===== config.mk =====
export PLATFORM = sky130hd
export DESIGN_NAME = key_event_debounce_fifo_top
export DESIGN_NICKNAME = d
export VERILOG_FILES = /design/src/rtl/kedf_pkg.sv /design/src/rtl/kedf_lane.sv /design/src/rtl/kedf_merge.sv /design/src/rtl/key_event_debounce_fifo_top.sv
export SDC_FILE = /design/constraint.sdc
export NUM_CORES = 1
export LEC_CHECK = 0
export BUFFER_PORTS_ARGS = -buffer_cell sky130_fd_sc_hd__buf_2
export CELL_PAD_IN_SITES_DETAIL_PLACEMENT = 1
export CELL_PAD_IN_SITES_GLOBAL_PLACEMENT = 2
export CORE_MARGIN = 2
export CORE_UTILIZATION = 37
export DETAILED_ROUTE_END_ITERATION = 8
export GPL_TIMING_DRIVEN = 0
export PLACE_DENSITY_LB_ADDON = 0.05
export SETUP_SLACK_MARGIN = 0.4
export SYNTH_ARGS = -nofsm -noshare
export SYNTH_HDL_FRONTEND = slang
export SYNTH_SLANG_ARGS = --single-unit

===== constraint.sdc =====
create_clock -name clk -period 7.6 [get_ports clk]
set_input_delay 1.52 -clock clk [delete_from_list [all_inputs] [get_ports clk]]
set_output_delay 1.52 -clock clk [all_outputs]
set_load 0.005 [all_outputs]

===== src/rtl/kedf_pkg.sv =====
// Shared types and constants for the key debounce event queue.
`timescale 1ns / 1ps
`default_nettype none
package kedf_pkg;

  localparam int QUEUE_DEPTH_DEF = 8;
  localparam int KEY_COUNT_DEF   = 4;
  localparam int TICK_W          = 6;
  localparam int KEY_LEVEL_W     = 4;
  localparam int KEY_IDX_W       = 2;
  localparam int APB_ADDR_W      = 3;
  localparam int APB_DATA_W      = 32;

  localparam logic [TICK_W-1:0] PRESS_TICKS_RST = 6'd2;
  localparam logic [TICK_W-1:0] HOLD_TICKS_RST  = 6'd40;

  typedef enum logic [1:0] {
    KIND_PRESS   = 2'd0,
    KIND_HOLD    = 2'd1,
    KIND_RELEASE = 2'd2
  } kind_t;

  typedef enum logic {
    CMD_SCAN = 1'b0,
    CMD_POP  = 1'b1
  } cmd_t;

  typedef enum logic {
    REG_PRESS_TICKS = 1'b0,
    REG_HOLD_TICKS  = 1'b1
  } reg_idx_t;

  // Event found by one key lane on the current scan tick.
  typedef struct packed {
    logic  valid;
    kind_t kind;
  } lane_evt_t;

  // One queue entry.
  typedef struct packed {
    logic [KEY_IDX_W-1:0] key;
    kind_t                kind;
  } entry_t;

  // Outcome of one word as seen by the queue.
  typedef struct packed {
    logic                 event_valid;
    logic [KEY_IDX_W-1:0] event_key;
    kind_t                event_kind;
    logic                 queue_full;
  } pop_res_t;

endpackage
`default_nettype wire


===== src/rtl/kedf_lane.sv =====
// One key lane: hold counter and press, hold and release detection.
`timescale 1ns / 1ps
`default_nettype none
module kedf_lane
  import kedf_pkg::*;
(
  input  wire logic              clk,
  input  wire logic              rst_n,
  input  wire logic              step_i,
  input  wire logic              pressed_i,
  input  wire logic [TICK_W-1:0] press_ticks_i,
  input  wire logic [TICK_W-1:0] hold_ticks_i,
  output lane_evt_t              evt_o
);

  logic [TICK_W-1:0] cnt_r;
  logic [TICK_W-1:0] cnt_nxt;
  logic [TICK_W:0]   inc;

  always_comb begin
    // The increment is compared one bit wider, so a wrap to 64 still holds.
    inc        = {1'b0, cnt_r} + (TICK_W+1)'(1);
    evt_o      = '{valid: 1'b0, kind: KIND_PRESS};
    cnt_nxt    = cnt_r;
    if (pressed_i) begin
      cnt_nxt = inc[TICK_W-1:0];
      if (inc < {1'b0, press_ticks_i}) begin
        evt_o.valid = 1'b0;
      end else if (inc == {1'b0, press_ticks_i}) begin
        evt_o = '{valid: 1'b1, kind: KIND_PRESS};
      end else if (inc < {1'b0, hold_ticks_i}) begin
        evt_o.valid = 1'b0;
      end else begin
        evt_o   = '{valid: 1'b1, kind: KIND_HOLD};
        cnt_nxt = '0;
      end
    end else if (cnt_r >= press_ticks_i) begin
      evt_o   = '{valid: 1'b1, kind: KIND_RELEASE};
      cnt_nxt = '0;
    end
  end

  always_ff @(posedge clk) begin
    if (!rst_n) begin
      cnt_r <= '0;
    end else if (step_i) begin
      cnt_r <= cnt_nxt;
    end
  end

endmodule
`default_nettype wire


===== src/rtl/kedf_merge.sv =====
// Merge stage: orders the lane events into the ring queue and serves pops.
`timescale 1ns / 1ps
`default_nettype none
module kedf_merge
  import kedf_pkg::*;
#(
  parameter int QUEUE_DEPTH = QUEUE_DEPTH_DEF,
  parameter int KEY_COUNT   = KEY_COUNT_DEF
) (
  input  wire logic      clk,
  input  wire logic      rst_n,
  input  wire logic      scan_i,
  input  wire logic      pop_i,
  input  wire lane_evt_t evt_i [KEY_COUNT],
  output pop_res_t       res_o
);

  localparam int PTR_W  = $clog2(QUEUE_DEPTH);
  localparam int CNT_W  = $clog2(QUEUE_DEPTH + 1);
  localparam int RANK_W = $clog2(KEY_COUNT + 1);
  localparam int SUM_W  = ((CNT_W > RANK_W) ? CNT_W : RANK_W) + 1;

  entry_t            store [QUEUE_DEPTH];
  logic [PTR_W-1:0]  rp_r, rp_nxt;
  logic [PTR_W-1:0]  wp_r, wp_nxt;
  logic [CNT_W-1:0]  count_r, count_nxt;

  logic [RANK_W-1:0] rank  [KEY_COUNT];
  logic [PTR_W-1:0]  addr  [KEY_COUNT];
  logic [KEY_COUNT-1:0] acc;
  logic [RANK_W-1:0] total;
  logic [SUM_W-1:0]  free;
  logic [SUM_W-1:0]  pushed;
  logic [SUM_W-1:0]  slot_sum;
  logic [SUM_W-1:0]  wp_sum;
  logic              pop_ok;

  always_comb begin
    free  = SUM_W'(QUEUE_DEPTH) - SUM_W'(count_r);
    total = '0;
    for (int k = 0; k < KEY_COUNT; k++) begin
      total = total + RANK_W'(evt_i[k].valid);
    end
    // Each lane's slot follows the events of the lower-numbered lanes.
    for (int k = 0; k < KEY_COUNT; k++) begin
      rank[k] = '0;
      for (int j = 0; j < KEY_COUNT; j++) begin
        if (j < k) begin
          rank[k] = rank[k] + RANK_W'(evt_i[j].valid);
        end
      end
      acc[k]   = scan_i && evt_i[k].valid && (SUM_W'(rank[k]) < free);
      slot_sum = SUM_W'(wp_r) + SUM_W'(rank[k]);
      if (slot_sum >= SUM_W'(QUEUE_DEPTH)) begin
        slot_sum = slot_sum - SUM_W'(QUEUE_DEPTH);
      end
      addr[k] = slot_sum[PTR_W-1:0];
    end
    // Events beyond the free space are dropped.
    pushed = (SUM_W'(total) < free) ? SUM_W'(total) : free;
    wp_sum = SUM_W'(wp_r) + pushed;
    if (wp_sum >= SUM_W'(QUEUE_DEPTH)) begin
      wp_sum = wp_sum - SUM_W'(QUEUE_DEPTH);
    end

    pop_ok    = pop_i && (count_r != '0);
    rp_nxt    = rp_r;
    wp_nxt    = wp_r;
    count_nxt = count_r;
    if (scan_i) begin
      wp_nxt    = wp_sum[PTR_W-1:0];
      count_nxt = CNT_W'(SUM_W'(count_r) + pushed);
    end else if (pop_ok) begin
      rp_nxt    = (rp_r == PTR_W'(QUEUE_DEPTH - 1)) ? '0 : rp_r + PTR_W'(1);
      count_nxt = count_r - CNT_W'(1);
    end

    res_o.event_valid = pop_ok;
    res_o.event_key   = pop_ok ? store[rp_r].key : '0;
    res_o.event_kind  = pop_ok ? store[rp_r].kind : KIND_PRESS;
    res_o.queue_full  = (count_nxt == CNT_W'(QUEUE_DEPTH));
  end

  always_ff @(posedge clk) begin
    if (!rst_n) begin
      rp_r    <= '0;
      wp_r    <= '0;
      count_r <= '0;
    end else begin
      rp_r    <= rp_nxt;
      wp_r    <= wp_nxt;
      count_r <= count_nxt;
    end
  end

  // Accepted lanes always land on distinct slots.
  always_ff @(posedge clk) begin
    for (int e = 0; e < QUEUE_DEPTH; e++) begin
      for (int k = 0; k < KEY_COUNT; k++) begin
        if (acc[k] && (addr[k] == PTR_W'(e))) begin
          store[e] <= '{key: KEY_IDX_W'(k), kind: evt_i[k].kind};
        end
      end
    end
  end

endmodule
`default_nettype wire


===== src/rtl/key_event_debounce_fifo_top.sv =====
// Key debounce event queue: lanes, merge stage, output register and APB registers.
//
// Usage: every input word on the in_ channel is either a scan tick (in_cmd = 0)
// carrying the four active-low key levels, or a pop (in_cmd = 1). Each word
// yields exactly one result word on the out_ channel. A pop returns the oldest
// queued event with out_event_valid set, or out_event_valid clear when the
// queue is empty; a scan tick returns an invalid event. out_queue_full shows
// the queue state after the word.
// out_valid rises in the cycle after acceptance. Throughput is one word
// per cycle: the key lanes and the queue update together, and the output
// register takes the next word while its current word is taken in the
// same cycle. When the receiver stalls, the output register holds its word
// and in_ready drops until it is taken.
// Reset (synchronous, active low) clears the hold counters, the queue
// pointers and fill count, and loads press_ticks = 2 and hold_ticks = 40.
// The two 6-bit registers sit at byte addresses 0 and 4 of the APB port; the
// user must write them only while the block is idle; the block does not enforce it.
`timescale 1ns / 1ps
`default_nettype none
module key_event_debounce_fifo_top
  import kedf_pkg::*;
#(
  parameter int QUEUE_DEPTH = QUEUE_DEPTH_DEF,
  parameter int KEY_COUNT   = KEY_COUNT_DEF
) (
  input  wire logic                   clk,
  input  wire logic                   rst_n,
  input  wire logic                   in_valid,
  output logic                        in_ready,
  input  wire logic                   in_cmd,
  input  wire logic [KEY_LEVEL_W-1:0] in_key_levels,
  output logic                        out_valid,
  input  wire logic                   out_ready,
  output logic                        out_event_valid,
  output logic [KEY_IDX_W-1:0]        out_event_key,
  output logic [1:0]                  out_event_kind,
  output logic                        out_queue_full,
  input  wire logic                   psel,
  input  wire logic                   penable,
  input  wire logic                   pwrite,
  input  wire logic [APB_ADDR_W-1:0]  paddr,
  input  wire logic [APB_DATA_W-1:0]  pwdata,
  output logic [APB_DATA_W-1:0]       prdata,
  output logic                        pready
);

  logic [TICK_W-1:0]    press_ticks_r;
  logic [TICK_W-1:0]    hold_ticks_r;
  logic                 cfg_wr;
  reg_idx_t             cfg_idx;
  logic                 accept;
  logic                 scan;
  logic                 pop;
  logic [KEY_COUNT-1:0] pressed;
  lane_evt_t            evt [KEY_COUNT];
  pop_res_t             res;
  logic                 out_valid_r;
  pop_res_t             out_res_r;

  // Configuration port.
  assign pready  = 1'b1;
  assign cfg_wr  = psel && penable && pwrite && pready;
  assign cfg_idx = reg_idx_t'(paddr[2]);

  always_comb begin
    unique case (cfg_idx)
      REG_PRESS_TICKS: prdata = APB_DATA_W'(press_ticks_r);
      REG_HOLD_TICKS:  prdata = APB_DATA_W'(hold_ticks_r);
      default:         prdata = '0;
    endcase
  end

  always_ff @(posedge clk) begin
    if (!rst_n) begin
      press_ticks_r <= PRESS_TICKS_RST;
      hold_ticks_r  <= HOLD_TICKS_RST;
    end else if (cfg_wr) begin
      unique case (cfg_idx)
        REG_PRESS_TICKS: press_ticks_r <= pwdata[TICK_W-1:0];
        REG_HOLD_TICKS:  hold_ticks_r  <= pwdata[TICK_W-1:0];
        default:         press_ticks_r <= press_ticks_r;
      endcase
    end
  end

  // Input handshake.
  assign in_ready = !out_valid_r || out_ready;
  assign accept   = in_valid && in_ready;
  assign scan     = accept && (cmd_t'(in_cmd) == CMD_SCAN);
  assign pop      = accept && (cmd_t'(in_cmd) == CMD_POP);

  // Keys beyond the level bits read as pressed.
  for (genvar k = 0; k < KEY_COUNT; k++) begin : g_lane
    if (k < KEY_LEVEL_W) begin : g_lvl
      assign pressed[k] = ~in_key_levels[k];
    end else begin : g_nolvl
      assign pressed[k] = 1'b1;
    end

    kedf_lane u_lane (
      .clk          (clk),
      .rst_n        (rst_n),
      .step_i       (scan),
      .pressed_i    (pressed[k]),
      .press_ticks_i(press_ticks_r),
      .hold_ticks_i (hold_ticks_r),
      .evt_o        (evt[k])
    );
  end

  kedf_merge #(
    .QUEUE_DEPTH(QUEUE_DEPTH),
    .KEY_COUNT  (KEY_COUNT)
  ) u_merge (
    .clk   (clk),
    .rst_n (rst_n),
    .scan_i(scan),
    .pop_i (pop),
    .evt_i (evt),
    .res_o (res)
  );

  // Output register.
  always_ff @(posedge clk) begin
    if (!rst_n) begin
      out_valid_r <= 1'b0;
    end else if (accept) begin
      out_valid_r <= 1'b1;
    end else if (out_ready) begin
      out_valid_r <= 1'b0;
    end
  end

  always_ff @(posedge clk) begin
    if (accept) begin
      out_res_r <= res;
    end
  end

  assign out_valid       = out_valid_r;
  assign out_event_valid = out_res_r.event_valid;
  assign out_event_key   = out_res_r.event_key;
  assign out_event_kind  = out_res_r.event_kind;
  assign out_queue_full  = out_res_r.queue_full;

endmodule
`default_nettype wire


==> results.py, run 1 <==
metrics = {
    "sta": {
        "setup_viol": 0,
        "worstMarginPinSlew_ps": 970,
        "timing.fmax_mhz": 150,
        "setup_tns_ps": 0,
        "fin_crit_sh": 0.876,
        "slew_headroom": 0.353,
        "setup_slack_ps": 939,
        "clock_skew_ps": 13.4,
        "hold_viol": 0,
        "slew_violations": 0,
        "min_period_ps": 6660,
        "rsz0062_at_grt": "no",
    },
    "routing": {
        "ant_nets": 0,
        "vias": 6359,
        "avgRoutedWirePerCell_um": 19.4,
        "via_per_inst": 5.49,
        "drtIter0Drc": 287,
        "post-route-drc-count": 0,
        "routed_wl_um": 22400,
        "dr.pass1.iters": 5,
    },
    "cts": {
        "cts.sinks": 85,
        "root_buffer": "clkbuf_16",
        "clockBufferDepth": 2,
        "clock_latency_ps": 350,
        "cts_buffers": 9,
        "htree_levels": 3,
        "cts_tree": "yes",
        "cts_hold_buf": 0,
        "path_clk_slew_ps": 70,
    },
    "worst_setup_path": {
        "worst-setup-path-type": "flip-flop to flip-flop",
        "crit_top_cell": "ha_1",
        "cp_max_fo": 6,
        "cp-end-kind": "flip-flop",
        "cpMaxStageDelayCell": "o22ai_1",
        "path_buf_inv": 3,
        "reg2reg_depth": 27,
        "startpoint_type": "flip-flop",
        "cp-startpoint": "g_lane[2].u_lane.cnt_r[1]$_SDFFE_PN0P_",
        "path_delay_family": "adder cells",
        "crit_cells": 27,
        "r2r_start": "g_lane[2].u_lane.cnt_r[1]$_SDFFE_PN0P_",
        "cpPeakStageDelay_ps": 580,
        "crit_end": "u_merge.wp_r[2]$_SDFFE_PN0P_",
        "worstReg2RegEnd": "u_merge.wp_r[2]$_SDFFE_PN0P_",
        "r2r_slack_ps": 940,
        "worstPathArrival_ps": 6870,
        "required_ps": 7810,
    },
    "logic_synthesis": {
        "syn_inst": 821,
        "synth_top_cells_by_count": "ha_1, nand2_1, nor2_1, a21oi_1, dfxtp_1",
        "synthFlopType": "dfxtp_1",
        "synth.yosys.seq_area_share": 0.286,
        "async_flop_share": 0,
        "synth.largest_area_cell": "ha_1",
        "synth.top_cell.area_share": 0.158,
        "synth_edf_count": 38,
        "ys_types": 80,
        "synthesis.area_um2": 7290,
        "yosys_warnings": 0,
        "avgSynthCellArea_um2": 8.88,
        "yosys-top-cells-area": "ha_1, edfxtp_1, dfxtp_1",
        "yosys_register_bits": 85,
        "yosysMostFrequentCell": "ha_1",
    },
    "floorplan": {
        "die_y_um": 144,
        "initial_core_util": 0.376,
        "rows": 51,
        "io_pins": 88,
        "die_w_um": 144,
        "die_area_um2": 20800,
        "core_um2": 19400,
    },
    "placement": {
        "io_buffers": 32,
        "gp_congestion": 0.880,
        "place_ws_ps": 810,
        "place.detailed.hpwl_um": 17700,
    },
    "power_and_ir_drop": {
        "ir_drop_uv": 99.4,
        "p_per_area_nw_per_um2": 144,
        "p_leak_uw": 0.00365,
        "finalPower_uw": 1180,
    },
    "status": {
        "status": "finished, final reports clean",
    },
    "final_layout": {
        "multiInputGateArea_um2": 4840,
        "nNetsFinal": 1034,
        "drive_above_1_share": 0.125,
        "fillers": 2346,
        "seqCellArea_um2": 2080,
        "area_growth_pct": 12.2,
        "antennaDiodeCount": 0,
    },
    "grt": {
        "track_usage": 0.224,
        "first_global_vias": 6503,
        "grt.overflow.total": 0,
        "antenna_found_initial": 0,
        "grt_max_degree": 16,
        "grt_pass1_wl_um": 35500,
    },
    "hold_path": {
        "min_path_type": "flip-flop to flip-flop",
    },
    "job": {
        "cap_viol_max_count": 0,
    },
}
## logic make-up after synthesis
| family | Yosys count | share of synthesized area |
|---|---|---|
| other | 2 | 0.00103 |
| xor gates and xnor gates | 28 | 0.0336 |
| DFF | 85 | 0.286 |
| buffers and inverters | 93 | 0.0643 |
| AOI/OAI and AO/OA | 202 | 0.188 |
| adders and majority gates | 98 | 0.174 |
| and+or+nand+nor | 281 | 0.195 |
| muxes | 32 | 0.0582 |
## per-layer routing
metal	vias to the layer above	GRT usage	wire length, µm
met5	-	0	0
met4	0	0.0608	402
met3	25	0.0301	714
li1	3120	-	-
met2	126	0.415	11600
met1	3088	0.269	9770
## report_power, final
| group | switching (µW) | internal [µW] |
|---|---|---|
| clock | 205 | 256 |
| combinational | 134 | 86.3 |
| sequential | 10.9 | 485 |
| total | 350 | 827 |
## cells in the final DEF, fill, tap and decap left out, types with 22 or more instances in the layout
cell type	instances
o21ai_0	41
nand2_1	69
inv_1	43
edfxtp_1	38
buf_2	35
nand3_1	31
nand2b_1	22
buf_4	27
nor2_1	67
conb_1	27
dfxtp_1	47
ha_1	92
a21oi_1	47
## final cells by class
type                            count  area share
Inverter                           44      0.0202
Multi-Input combinational cell    668       0.591
Sequential cell                    85       0.254
Clock inverter                      7     0.00917
Tap cell                          265      0.0405
Timing Repair Buffer               32      0.0196
Buffer                             49      0.0372
Clock buffer                        9      0.0275
## worst register-to-register path: stages (launching register included)
cell,delay (ps)
dfxtp_1,440
ha_1,280
and3_1,280
xor2_1,230
ha_1,270
or2_2,270
a21oi_1,160
a21oi_1,80
o22ai_1,580
nor2_1,150
inv_1,190
fa_1,470
inv_1,100
ha_1,170
fa_1,450
ha_1,320
a21o_1,160
a21o_1,190
nand2_1,120
nand2_1,70
o21ai_1,160
ha_1,190
inv_1,40
fa_1,360
or3_1,380
a21oi_1,210
xnor2_1,150
nor2_1,50
## worst min path at each step
stage                                    endpoint  slack [ps]                     startpoint  cells after the start
finish              press_ticks_r[4]$_SDFFE_PN0P_         500  press_ticks_r[4]$_SDFFE_PN0P_                      2
detailed placement  press_ticks_r[5]$_SDFFE_PN0P_         490  press_ticks_r[5]$_SDFFE_PN0P_                      2
floorplan           press_ticks_r[2]$_SDFFE_PN0P_         460  press_ticks_r[2]$_SDFFE_PN0P_                      2
CTS                 press_ticks_r[5]$_SDFFE_PN0P_         510  press_ticks_r[5]$_SDFFE_PN0P_                      2
global placement    press_ticks_r[4]$_SDFFE_PN0P_         470  press_ticks_r[4]$_SDFFE_PN0P_                      2
global route               out_valid$_SDFFE_PN0P_         540         out_valid$_SDFFE_PN0P_                      2
## repair_timing
action,4_1_cts,5_1_grt
endpoints found under the setup margin,0,2
resized for setup,0,3
buffers inserted,0,0
## sequential cells by signal, summed over array words and instances, names as in the netlist
signal	count
g_lane.u_lane.cnt_r	24
out_event_key	2
u_merge.count_r	4
out_queue_full	1
press_ticks_r	6
u_merge.wp_r	3
hold_ticks_r	6
u_merge.rp_r	3
out_event_valid	1
out_event_kind	2
u_merge.store	32
out_valid	1
## stage by stage
stage	hold WS (ps)	utilization	instances	area, µm²
floorplan	463	-	846	7390
global placement	473	0.406	1143	7880
detailed placement	492	0.406	1143	7880
CTS	511	0.422	1159	8180
global route	541	0.422	1159	8180
finish	504	0.422	1159	8180
Note: power is estimated with default switching activity, not from simulation.
==> inputs of run 2 (changes only) <==
--- a/config.mk
+++ b/config.mk
@@ -5,12 +5,12 @@
 export SDC_FILE = /design/constraint.sdc
 export NUM_CORES = 1
 export LEC_CHECK = 0
-export BUFFER_PORTS_ARGS = -buffer_cell sky130_fd_sc_hd__buf_2
 export CELL_PAD_IN_SITES_DETAIL_PLACEMENT = 1
 export CELL_PAD_IN_SITES_GLOBAL_PLACEMENT = 2
 export CORE_MARGIN = 2
-export CORE_UTILIZATION = 37
+export CORE_UTILIZATION = 40
 export DETAILED_ROUTE_END_ITERATION = 8
+export DONT_BUFFER_PORTS = 1
 export GPL_TIMING_DRIVEN = 0
 export PLACE_DENSITY_LB_ADDON = 0.05
 export SETUP_SLACK_MARGIN = 0.4
==> results.py, run 2 (same netlist as run 1, synthesis figures left out) <==
metrics = {
    "worst_setup_path": {
        "cpMaxStageDelayCell": "a2111oi_0",
        "cp-end-kind": "flip-flop",
        "cpPeakStageDelay_ps": 590,
        "reg2reg_depth": 26,
        "crit_top_cell": "ha_1",
        "startpoint_type": "flip-flop",
        "cp_max_fo": 10,
        "worst-setup-path-type": "flip-flop to flip-flop",
        "worstPathArrival_ps": 6990,
        "required_ps": 7820,
    },
    "floorplan": {
        "core_um2": 17900,
        "die_area_um2": 19300,
        "rows": 49,
        "io_pins": 88,
        "die_y_um": 139,
        "die_w_um": 139,
        "initial_core_util": 0.407,
    },
    "job": {
        "cap_viol_max_count": 0,
    },
    "cts": {
        "root_buffer": "clkbuf_16",
        "cts_resized": 0,
        "cts.sinks": 85,
        "clockBufferDepth": 2,
        "post-cts-setup-buffers": 0,
        "cts_buffers": 9,
        "cts_hold_buf": 0,
        "clock_latency_ps": 360,
        "path_clk_slew_ps": 60,
        "cts_tree": "yes",
        "htree_levels": 3,
    },
    "placement": {
        "place.detailed.hpwl_um": 17800,
        "place_ws_ps": 884,
        "gp_congestion": 0.870,
        "io_buffers": 0,
    },
    "power_and_ir_drop": {
        "finalPower_uw": 1120,
        "p_leak_uw": 0.00350,
        "ir_drop_uv": 106,
        "p_per_area_nw_per_um2": 141,
    },
    "routing": {
        "ant_nets": 0,
        "dr.pass1.iters": 6,
        "post-route-drc-count": 0,
        "drtIter0Drc": 426,
        "via_per_inst": 5.79,
        "vias": 6318,
        "routed_wl_um": 22500,
        "avgRoutedWirePerCell_um": 20.6,
    },
    "sta": {
        "slew_violations": 0,
        "hold_viol": 0,
        "rsz0062_at_grt": "no",
        "fin_crit_sh": 0.890,
        "setup_tns_ps": 0,
        "setup_slack_ps": 833,
        "timing.hold.ws_ps": 497,
        "clock_skew_ps": 9.10,
        "setup_viol": 0,
        "min_period_ps": 6770,
        "timing.fmax_mhz": 148,
        "worstMarginPinSlew_ps": 870,
        "slew_headroom": 0.414,
    },
    "final_layout": {
        "fillers": 2119,
        "drive_above_1_share": 0.0870,
        "seqCellArea_um2": 2080,
        "multiInputGateArea_um2": 4830,
        "antennaDiodeCount": 0,
        "top_regs": "u_merge.store (32), g_lane.u_lane.cnt_r (24)",
        "area_growth_pct": 8.77,
        "largest_register_ffs": 32,
        "final_common_cell": "ha_1",
        "fin_util": 0.443,
        "largest_register": "u_merge.store",
        "nNetsFinal": 1002,
        "final_cell_mix": "ha_1, nand2_1, nor2_1",
    },
    "hold_path": {
        "holdPathStages": 2,
        "min_path_type": "flip-flop to flip-flop",
    },
    "grt": {
        "grt_pass1_wl_um": 35500,
        "track_usage": 0.234,
        "grt.overflow.total": 0,
        "grt_max_degree": 14,
        "antenna_found_initial": 0,
        "first_global_vias": 6559,
    },
    "status": {
        "status": "finished, final reports clean",
    },
}
[run 2: cell types whose count changed in the layout (fill, tap and decap cells not counted), moves of 2 or more]
cell | previous run | this run
buf_2 | 35 | 3
clkinv_1 | 1 | 4
clkinvlp_2 | 0 | 2
clkinvlp_4 | 3 | 0
[run 2: report_power, final]
group | internal (µW) | switching, µW
registers | 485 | 11.5
logic | 79.7 | 128
clock network | 217 | 196
[run 2: area by class of cell]
cell class | count | share of cell area
multi-input cells | 668 | 0.610
well taps | 229 | 0.0361
plain buffers | 49 | 0.0383
clock inverters | 6 | 0.00379
flip-flops and latches | 85 | 0.263
clock buffers | 10 | 0.0289
inverters | 44 | 0.0208
[run 2: final timing paths]
check                                  end  slack, ps                                   start
max           u_merge.wp_r[2]$_SDFFE_PN0P_        830  g_lane[1].u_lane.cnt_r[0]$_SDFFE_PN0P_
min          press_ticks_r[2]$_SDFFE_PN0P_        500           press_ticks_r[2]$_SDFFE_PN0P_
max reg2reg   u_merge.wp_r[2]$_SDFFE_PN0P_        830  g_lane[1].u_lane.cnt_r[0]$_SDFFE_PN0P_
min reg2reg  press_ticks_r[2]$_SDFFE_PN0P_        500           press_ticks_r[2]$_SDFFE_PN0P_
[run 2: layer usage]
layer	GRT usage	up-vias	wire, µm
met2	0.432	122	11700
met5	0	-	0
li1	-	3051	-
met4	0.0654	0	459
met3	0.0373	36	721
met1	0.281	3109	9690
[run 2: critical path, delay by kind of cell, from the launching register on]
| family | cells | cell delay [ps] |
|---|---|---|
| AO/OA/AOI/OAI | 7 | 1820 |
| buffers and inverters | 4 | 600 |
| AND/OR/NAND/NOR | 5 | 820 |
| adder cells (fa/ha/maj) | 8 | 2490 |
| XOR/XNOR | 2 | 450 |
| flip-flops | 1 | 460 |
[run 2: stage by stage]
stage               instances  instance area [µm²]
floorplan                 846                 7390
global placement         1075                 7670
detailed placement       1075                 7670
CTS                      1091                 7930
global route             1091                 7930
finish                   1091                 7930
==> inputs of run 3 (changes only) <==
--- a/config.mk
+++ b/config.mk
@@ -7,12 +7,11 @@
 export LEC_CHECK = 0
 export CELL_PAD_IN_SITES_DETAIL_PLACEMENT = 1
 export CELL_PAD_IN_SITES_GLOBAL_PLACEMENT = 2
-export CORE_MARGIN = 2
 export CORE_UTILIZATION = 40
 export DETAILED_ROUTE_END_ITERATION = 8
 export DONT_BUFFER_PORTS = 1
 export GPL_TIMING_DRIVEN = 0
-export PLACE_DENSITY_LB_ADDON = 0.05
+export PLACE_DENSITY = 0.82
 export SETUP_SLACK_MARGIN = 0.4
 export SYNTH_ARGS = -nofsm -noshare
 export SYNTH_HDL_FRONTEND = slang
==> results.py, run 3 (same netlist as run 1, synthesis figures left out) <==
metrics = {
    "final_layout": {
        "drive_above_1_share": 0.0905,
        "top_regs": "u_merge.store (32), g_lane.u_lane.cnt_r (24)",
        "largest_register_ffs": 32,
        "final_cell_mix": "ha_1, nand2_1, nor2_1",
        "final_cells": 1091,
        "largest_register": "u_merge.store",
        "final_common_cell": "ha_1",
        "nNetsFinal": 1002,
        "area_growth_pct": 9.61,
        "fillers": 2116,
        "antennaDiodeCount": 0,
    },
    "grt": {
        "grt.overflow.total": 0,
        "grt_pass1_wl_um": 35500,
        "first_global_vias": 6706,
        "grt_max_degree": 15,
        "antenna_found_initial": 0,
        "track_usage": 0.249,
    },
    "power_and_ir_drop": {
        "finalPower_uw": 1190,
        "ir_drop_uv": 102,
        "p_leak_uw": 0.00353,
        "p_per_area_nw_per_um2": 149,
    },
    "routing": {
        "top_layer": "met4",
        "post-route-drc-count": 0,
        "drt-met1-wl_um": 9680,
        "dr_wl_met3_um": 673,
        "via_per_inst": 5.78,
        "routed_wl_um": 22400,
        "ant_nets": 0,
        "drtIter0Drc": 359,
        "dr.pass1.iters": 6,
        "wl_met2_um": 11300,
        "avgRoutedWirePerCell_um": 20.5,
        "vias": 6310,
    },
    "hold_path": {
        "min_to": "press_ticks_r[5]$_SDFFE_PN0P_",
        "hp-start": "press_ticks_r[5]$_SDFFE_PN0P_",
        "holdPathStages": 2,
        "min_path_type": "flip-flop to flip-flop",
    },
    "worst_setup_path": {
        "required_ps": 7820,
        "r2r_slack_ps": 810,
        "startpoint_type": "flip-flop",
        "reg2reg_depth": 26,
        "worst-setup-path-type": "flip-flop to flip-flop",
        "cp_max_fo": 6,
        "worstPathArrival_ps": 7000,
        "r2r_start": "g_lane[2].u_lane.cnt_r[1]$_SDFFE_PN0P_",
        "cp-end-kind": "flip-flop",
        "worstReg2RegEnd": "u_merge.wp_r[2]$_SDFFE_PN0P_",
    },
    "floorplan": {
        "die_w_um": 137,
        "rows": 49,
        "die_y_um": 137,
        "die_area_um2": 18800,
        "core_um2": 17900,
        "initial_core_util": 0.407,
        "io_pins": 88,
    },
    "sta": {
        "fin_crit_sh": 0.893,
        "hold_viol": 0,
        "timing.fmax_mhz": 147,
        "worstMarginPinSlew_ps": 938,
        "min_period_ps": 6790,
        "setup_tns_ps": 0,
        "slew_violations": 0,
        "clock_skew_ps": 11.6,
        "rsz0062_at_grt": "no",
        "setup_slack_ps": 815,
        "slew_headroom": 0.368,
        "setup_viol": 0,
    },
    "cts": {
        "clockBufferDepth": 2,
        "htree_levels": 3,
        "cts_tree": "yes",
        "path_clk_slew_ps": 70,
        "cts_buffers": 9,
        "cts.sinks": 85,
        "clock_latency_ps": 350,
        "cts_hold_buf": 0,
        "root_buffer": "clkbuf_16",
    },
    "placement": {
        "place_ws_ps": 817,
        "dp_cells": 1075,
        "gp_congestion": 0.909,
        "io_buffers": 0,
        "place.detailed.hpwl_um": 17800,
    },
    "status": {
        "status": "finished, final reports clean",
    },
    "job": {
        "cap_viol_max_count": 0,
    },
}
-- run 3: per-stage QoR --
stage	util	area [µm²]	hold slack [ps]
after CTS	0.446	7990	509
after detailed placement	0.429	7670	493
final	0.446	7990	504
after global placement	0.429	7670	475
after floorplan	-	7390	463
after global routing	0.446	7990	547
-- run 3: area by class of cell --
cell class / instances / area, µm² / area share
Sequential cell: 85 / 2080 / 0.260
Clock buffer: 9 / 225 / 0.0282
Multi-Input combinational cell: 668 / 4840 / 0.606
Tap cell: 229 / 287 / 0.0358
Buffer: 49 / 304 / 0.0380
Inverter: 44 / 165 / 0.0207
Clock inverter: 7 / 88.8 / 0.0111
-- run 3: worst max-delay path, stage by stage (launching register included) --
cell,delay (ps)
dfxtp_1,430
ha_1,260
and3_1,290
xor2_1,260
ha_1,280
or2_2,280
a21oi_1,160
a21oi_1,80
o22ai_1,580
nor2_1,150
inv_1,220
fa_1,470
inv_1,110
ha_1,180
fa_1,450
ha_1,300
a21o_1,100
a21o_1,140
nand2_1,100
o21ai_0,360
ha_1,210
inv_1,50
fa_1,380
or3_1,390
a21oi_1,210
xnor2_1,150
nor2_1,50
-- run 3: routing by layer --
layer / global-route usage / up-vias
li1: - / 3051
met2: 0.456 / 123
met3: 0.0315 / 48
met4: 0.106 / 0
met5: 0 / -
met1: 0.288 / 3088
-- run 3: report_power, final --
part | switching (µW) | internal (µW) | total [µW] | leakage [µW]
clock network | 204 | 287 | 491 | 0.000151
registers | 11.9 | 485 | 497 | 0.000736
logic | 127 | 80.2 | 207 | 0.00264
-- run 3: repair_timing --
item	4_1_cts	5_1_grt
gates resized for setup	0	2
buffers inserted	0	0
setup endpoints to repair	0	2
-- run 3: how the worst max path moves through the flow --
| stage | from | endpoint | slack, ps | depth (start not counted) |
|---|---|---|---|---|
| detailed placement | g_lane[1].u_lane.cnt_r[0]$_SDFFE_PN0P_ | u_merge.wp_r[2]$_SDFFE_PN0P_ | 820 | 27 |
| CTS | g_lane[1].u_lane.cnt_r[0]$_SDFFE_PN0P_ | u_merge.wp_r[2]$_SDFFE_PN0P_ | 670 | 26 |
| floorplan | g_lane[1].u_lane.cnt_r[0]$_SDFFE_PN0P_ | u_merge.wp_r[2]$_SDFFE_PN0P_ | 1810 | 27 |
| finish | g_lane[2].u_lane.cnt_r[1]$_SDFFE_PN0P_ | u_merge.wp_r[2]$_SDFFE_PN0P_ | 810 | 26 |
| global placement | g_lane[1].u_lane.cnt_r[0]$_SDFFE_PN0P_ | u_merge.wp_r[2]$_SDFFE_PN0P_ | 1050 | 27 |
| global route | g_lane[2].u_lane.cnt_r[1]$_SDFFE_PN0P_ | u_merge.wp_r[2]$_SDFFE_PN0P_ | 490 | 26 |
